`src/rtl/sfxp_pkg.sv`:
```
// ----------------------------------------------------------------------------
// sfxp_pkg: shared constants for the serial frame XOR parser
// Byte framing constants and the result packing layout on the master side.
// ----------------------------------------------------------------------------
package sfxp_pkg;

    localparam int BYTE_W    = 8;
    localparam int TYPE_W    = 3;
    localparam int SUBSYS_W  = 5;
    localparam int M_TDATA_W = 40;

    localparam logic [BYTE_W-1:0] START_BYTE  = 8'hFE;
    localparam logic [BYTE_W-1:0] TYPE_MASK   = 8'hE0;
    localparam logic [BYTE_W-1:0] SUBSYS_MASK = 8'h1F;

    // master tdata field offsets, lowest bit up
    localparam int OFS_CMD_TYPE    = 0;
    localparam int OFS_SUBSYSTEM   = 3;
    localparam int OFS_COMMAND_ID  = 8;
    localparam int OFS_PAYLOAD_LEN = 16;
    localparam int OFS_PAYLOAD_IDX = 24;
    localparam int OFS_PAYLOAD_BYT = 32;

endpackage

```
`src/rtl/serial_frame_xor_parser.sv`:
```
// ----------------------------------------------------------------------------
// serial_frame_xor_parser: byte stream to frame fields with XOR check
// Results are registered: an accepted payload or check byte shows its result on the master side in the next cycle.
// Throughput: one byte per cycle; the output register frees the slave side
// whenever the held result is taken in the same cycle.
// Reset: synchronous, active low; parser returns to idle, no result is held.
// Each payload byte gives one result; the check byte gives a tlast result
// with tuser set when the received check equals the running XOR.
// ----------------------------------------------------------------------------
module serial_frame_xor_parser (
    input  logic                            i_clk,
    input  logic                            i_rst_n,
    input  logic                            s_axis_tvalid,
    output logic                            s_axis_tready,
    input  logic [sfxp_pkg::BYTE_W-1:0]     s_axis_tdata,   // [7:0] data_byte
    output logic                            m_axis_tvalid,
    input  logic                            m_axis_tready,
    // [2:0] cmd_type, [7:3] subsystem, [15:8] command_id,
    // [23:16] payload_length, [31:24] payload_index, [39:32] payload_byte
    output logic [sfxp_pkg::M_TDATA_W-1:0]  m_axis_tdata,
    output logic                            m_axis_tlast,   // result_kind
    output logic                            m_axis_tuser    // [0] checksum_ok
);

    localparam logic [2:0] PH_IDLE = 3'd0;
    localparam logic [2:0] PH_LEN  = 3'd1;
    localparam logic [2:0] PH_CMD0 = 3'd2;
    localparam logic [2:0] PH_CMD1 = 3'd3;
    localparam logic [2:0] PH_BODY = 3'd4;

    logic [2:0]                     r_phase, n_phase;
    logic [sfxp_pkg::BYTE_W-1:0]    r_len, n_len;
    logic [sfxp_pkg::BYTE_W-1:0]    r_count, n_count;
    logic [sfxp_pkg::BYTE_W-1:0]    r_xor, n_xor;
    logic [sfxp_pkg::TYPE_W-1:0]    r_type, n_type;
    logic [sfxp_pkg::SUBSYS_W-1:0]  r_subsys, n_subsys;
    logic [sfxp_pkg::BYTE_W-1:0]    r_cmd_id, n_cmd_id;

    logic                           r_out_valid;
    logic [sfxp_pkg::M_TDATA_W-1:0] r_out_data, n_out_data;
    logic                           r_out_last, n_out_last;
    logic                           r_out_ok, n_out_ok;
    logic                           n_emit;
    logic                           w_accept;
    logic [sfxp_pkg::BYTE_W-1:0]    w_b;
    logic [sfxp_pkg::BYTE_W-1:0]    w_idx, w_val;

    assign s_axis_tready = i_rst_n && (!r_out_valid || m_axis_tready);
    assign w_accept      = s_axis_tvalid && s_axis_tready;
    assign w_b           = s_axis_tdata;

    always_comb begin
        n_phase    = r_phase;
        n_len      = r_len;
        n_count    = r_count;
        n_xor      = r_xor;
        n_type     = r_type;
        n_subsys   = r_subsys;
        n_cmd_id   = r_cmd_id;
        n_emit     = 1'b0;
        n_out_last = 1'b0;
        n_out_ok   = 1'b0;
        w_idx      = '0;
        w_val      = '0;
        unique case (r_phase)
            PH_LEN: begin
                n_len   = w_b;
                n_count = '0;
                n_xor   = r_xor ^ w_b;
                n_phase = PH_CMD0;
            end
            PH_CMD0: begin
                n_type   = sfxp_pkg::TYPE_W'((w_b & sfxp_pkg::TYPE_MASK) >> 5);
                n_subsys = sfxp_pkg::SUBSYS_W'(w_b & sfxp_pkg::SUBSYS_MASK);
                n_xor    = r_xor ^ w_b;
                n_phase  = PH_CMD1;
            end
            PH_CMD1: begin
                n_cmd_id = w_b;
                n_xor    = r_xor ^ w_b;
                n_phase  = PH_BODY;
            end
            PH_BODY: begin
                n_emit = 1'b1;
                if (r_count < r_len) begin
                    w_idx   = r_count;
                    w_val   = w_b;
                    n_count = r_count + 1'b1;
                    n_xor   = r_xor ^ w_b;
                end else begin
                    n_out_last = 1'b1;
                    n_out_ok   = (r_xor == w_b);
                    n_phase    = PH_IDLE;
                end
            end
            default: begin
                if (w_b == sfxp_pkg::START_BYTE) begin
                    n_xor   = '0;
                    n_count = '0;
                    n_phase = PH_LEN;
                end else begin
                    n_phase = PH_IDLE;
                end
            end
        endcase
        n_out_data = {w_val, w_idx, r_len, r_cmd_id, r_subsys, r_type};
    end

    always_ff @(posedge i_clk) begin
        if (!i_rst_n) begin
            r_phase     <= PH_IDLE;
            r_len       <= '0;
            r_count     <= '0;
            r_xor       <= '0;
            r_type      <= '0;
            r_subsys    <= '0;
            r_cmd_id    <= '0;
            r_out_valid <= 1'b0;
        end else begin
            if (w_accept) begin
                r_phase  <= n_phase;
                r_len    <= n_len;
                r_count  <= n_count;
                r_xor    <= n_xor;
                r_type   <= n_type;
                r_subsys <= n_subsys;
                r_cmd_id <= n_cmd_id;
            end
            if (w_accept && n_emit) begin
                r_out_valid <= 1'b1;
            end else if (m_axis_tready) begin
                r_out_valid <= 1'b0;
            end
        end
    end

    always_ff @(posedge i_clk) begin
        if (w_accept && n_emit) begin
            r_out_data <= n_out_data;
            r_out_last <= n_out_last;
            r_out_ok   <= n_out_ok;
        end
    end

    assign m_axis_tvalid = r_out_valid;
    assign m_axis_tdata  = r_out_data;
    assign m_axis_tlast  = r_out_last;
    assign m_axis_tuser  = r_out_ok;

endmodule

```
`config.mk`:
```
export PLATFORM = sky130hd
export DESIGN_NAME = serial_frame_xor_parser
export DESIGN_NICKNAME = d
export VERILOG_FILES = /design/src/rtl/sfxp_pkg.sv /design/src/rtl/serial_frame_xor_parser.sv
export SDC_FILE = /design/constraint.sdc
export NUM_CORES = 1
export LEC_CHECK = 0
export ABC_AREA = 1
export BUFFER_PORTS_ARGS = -buffer_cell sky130_fd_sc_hd__buf_4
export CAP_MARGIN = 20
export CORE_MARGIN = 2
export CORE_UTILIZATION = 58
export DETAILED_ROUTE_END_ITERATION = 8
export PLACE_DENSITY = 0.81
export SLEW_MARGIN = 30
export SYNTH_ARGS = -nofsm -noshare
export SYNTH_HDL_FRONTEND = slang
export SYNTH_SLANG_ARGS = --single-unit
```
`constraint.sdc`:
```
create_clock -name i_clk -period 6.4 [get_ports i_clk]
set_clock_uncertainty 0.2 [all_clocks]
set_input_delay 0.64 -clock i_clk [delete_from_list [all_inputs] [get_ports i_clk]]
set_output_delay 0.64 -clock i_clk [all_outputs]
set_load 0.02 [all_outputs]
```
==> metrics.md <==
| Metric | Value |
|---|---|
| IO Pins | `56` |
| Synthesis-stage register bit count | `86` |
| Pins over their slew limit | `0` |
| Initial DRC count | `271` |
| Via count | `2778` |
| Synthesized instance count | `368` |
| WS Path Type | `register to register` |
| Final critical-path required period | `2.39 ns` |
| Crit. End Element | `register` |
| R2r worst-path depth | `9` |
| DR vias/cell | `5.51` |
| Worst-Skew Late Latency | `0.36 ns` |
| Vias in the first global route | `2642` |
| Hold buffers post-CTS | `0` |
| Multi-input combinational cell area | `0.00130 sq mm` |
| Final Hold Viols | `0` |
| Final net count | `442` |
| RSZ-0062 raised after global routing | `no` |
| Max_cap viols | `0` |
| Synth Warn # | `0` |
| Syn-to-layout area delta | `18.6%` |
| Full die area | `0.00700 sq mm` |
| Share of cells above drive strength 1 | `26.7%` |
| Root Driver | `clkbuf_8` |
| Worst hold path stage count | `0` |
| CP max FO | `32` |
| Postcts setup bufs | `0` |
| Port Buffers | `55` |
| Diodes inserted | `0` |
| Clk sinks | `86` |
| Critical Path Max Stage Delay | `0.52 ns` |
| Die height | `83.6 microns` |
| Core area | `0.00624 sq mm` |
| Crit-path cells | `inv_1 -> ha_1 -> a21oi_1 -> o21a_1 -> nand2_1 -> nand2_2 -> nand3_1 -> nand2_1 -> nor2_1` |
| H-tree depth | `3` |
| Fin crit share | `37.3%` |
| Slowest CP cell | `nand2_2` |
| Finish-stage setup viols | `0` |
| RD Place Congestion | `0.904` |
| Hold EP | `m_axis_tdata[11]` |
| Hold Path Class | `register to register` |
| Std cell rows | `29` |
| Max Fclk | `419 MHz` |
| Clock Pin Slew Worst Setup and Hold Paths | `0.09 ns` |
| TritonRoute pass-1 iters | `5` |
| Library cells used by synthesis | `33` |
| Most frequent CP cell | `nand2_1` |
| First-pass GRT wire length | `12500 microns` |
| GRT Util Overall | `23.0%` |
| VDD IR-drop max | `172 uV` |
| Hold path start | `r_cmd_id[3]` |
| FF-to-FF End | `r_xor[3]` |
| Setup TNS | `0 ns` |
| # fillers | `475` |
| Seq. cell area | `0.00214 sq mm` |
| Least-Margin Pin Slew | `0.697 ns` |
| Detailed placement HPWL | `5220 microns` |
| P_leak | `1.80 nW` |
| Routed Antenna Nets | `0` |
| Post-CTS sizing | `0` |
| R2R setup slack | `4.01 ns` |
| Largest net degree at the start of global routing | `41` |
| Total Wirelength | `7850 microns` |
| Area post-placement | `0.00414 sq mm` |
| Clock Path Buffers | `2` |
| Post-Synthesis Cell Area | `0.00368 sq mm` |
| DRC | `0` |
| Initial Utilization | `58.9%` |
| TritonCTS clock tree | `built` |
| Slew headroom | `53.4%` |
| Data arrival, critical path | `2.44 ns` |
| Initial antenna violation count | `0` |
| Power Dens Cells | `248 mW/mm^2` |
| WL/cell | `15.6 microns` |
| Type of origin of the critical path | `register` |
| Mapped Nets | `388` |
| Avg Cell Area, Syn | `10.0 sq um` |
| Final instance area | `0.00436 sq mm` |
| WHS | `0.237 ns` |
| Status | `finished, final reports clean` |
| Post-synthesis sequential area ratio | `58.2%` |
| Die Width | `83.6 microns` |
| Critical path required time | `6.45 ns` |
| Grt ovf | `0` |
| RR Startpoint | `r_len[7]` |
| CTS Buf Count | `9` |
[layout make-up]
type	count	area share [%]
clock buffer	9	2.84
clock inverter	7	2.35
inverter	40	3.56
multi-input combinational	229	29.8
sequential	86	49.1
tap	77	2.21
timing repair buffer	56	10.1
[logic make-up after synthesis]
group / after synthesis / share of synthesized area (%)
flip-flops: 86 / 58.2
AND/OR/NAND/NOR: 136 / 19.0
buffers and inverters: 53 / 6.67
adder cells (fa/ha/maj): 8 / 2.72
AO/OA/AOI/OAI: 77 / 11.5
XOR/XNOR: 8 / 1.90
[where the power goes]
| group | internal, mW | switching [mW] | total (mW) | leakage, nW |
|---|---|---|---|---|
| Clock | 0.226 | 0.208 | 0.434 | 0.117 |
| Sequential | 0.577 | 0.00506 | 0.582 | 0.786 |
| Combinational | 0.0235 | 0.0418 | 0.0653 | 0.901 |
| Total | 0.827 | 0.254 | 1.08 | 1.80 |
[layer usage]
layer | global-route usage, % | part of all wire, % | vias to the layer above
li1 | - | - | 1340
met1 | 29.4 | 41 | 1294
met2 | 36.7 | 49 | 123
met3 | 6.03 | 7.4 | 21
met4 | 10.7 | 2.5 | 0
met5 | 0 | 0 | -
[synthesized netlist by cell type]
| library cell | instances | area [sq um] |
|---|---|---|
| o21ai_2 | 1 | 8.76 |
| xnor2_1 | 3 | 26.3 |
| nand3b_1 | 1 | 7.51 |
| nor3_4 | 1 | 16.3 |
| nor2_8 | 2 | 40.0 |
| nor2_2 | 4 | 25.0 |
| o21ai_0 | 25 | 125 |
| nand3_1 | 21 | 105 |
| o21a_1 | 1 | 7.51 |
| xor2_1 | 5 | 43.8 |
| or2_2 | 3 | 18.8 |
| nand2_4 | 3 | 33.8 |
| buf_2 | 5 | 25.0 |
| o21ai_1 | 2 | 10.0 |
| nor2_1 | 42 | 158 |
| clkbuf_1 | 4 | 15.0 |
| dfxtp_1 | 44 | 881 |
| inv_1 | 31 | 116 |
| buf_12 | 1 | 20.0 |
| buf_4 | 1 | 7.51 |
| inv_2 | 8 | 30.0 |
| nor4_1 | 1 | 6.26 |
| edfxtp_1 | 42 | 1260 |
| a21oi_1 | 40 | 200 |
| inv_6 | 1 | 8.76 |
| buf_6 | 2 | 22.5 |
| a21oi_2 | 8 | 70.1 |
| nand2_1 | 45 | 169 |
| nand4_1 | 3 | 18.8 |
| ha_1 | 8 | 100 |
| nor2_4 | 5 | 56.3 |
| nor3_1 | 1 | 5.00 |
| nand3_2 | 4 | 40.0 |
[registers in the layout (all words and copies together), names as in the netlist]
register	cells
m_axis_tdata	40
m_axis_tlast	1
m_axis_tuser	1
m_axis_tvalid	1
r_cmd_id	8
r_count	8
r_len	8
r_phase	3
r_subsys	5
r_type	3
r_xor	8
[cells in the final DEF (no fill, tap or decap), drive strengths merged]
master / instances
o21ai: 28
nor4: 1
a21oi: 48
nand2: 48
xnor2: 3
clkinv: 1
dfxtp: 44
buf: 56
clkbuf: 9
nand3: 25
nor2: 53
nand3b: 1
bufinv: 2
o21a: 1
inv: 44
nor3: 2
or2: 3
edfxtp: 42
nand4: 3
ha: 8
xor2: 5
[critical path, delay by kind of cell (launching register included)]
family / cells / cell delay (ns)
DFF: 1 / 0.38
adders and majority gates: 1 / 0.33
buffers and inverters: 1 / 0.06
and+or+nand+nor: 5 / 0.92
AOI/OAI and AO/OA: 2 / 0.39
[through the flow]
stage	instances	utilization [%]	worst slack (ns)	power, mW
final	504	69.9	4.01	1.08
after global routing	504	69.9	3.82	1.12
after floorplan	368	-	2.89	0.640
after CTS	504	69.9	4.02	1.08
after global placement	487	65.8	3.54	0.656
after detailed placement	488	66.3	3.75	0.659
[how the worst max path moves through the flow]
stage	start	end	slack, ns	cells past startpoint
global route	r_len[7]	r_xor[3]	3.82	9
global placement	i_rst_n	m_axis_tdata[7]	3.54	5
finish	r_len[7]	r_xor[3]	4.01	9
floorplan	i_rst_n	m_axis_tdata[0]	2.89	4
detailed placement	i_rst_n	m_axis_tdata[39]	3.75	6
CTS	r_len[7]	r_xor[3]	4.02	9
(Power assumes the default switching activity.)
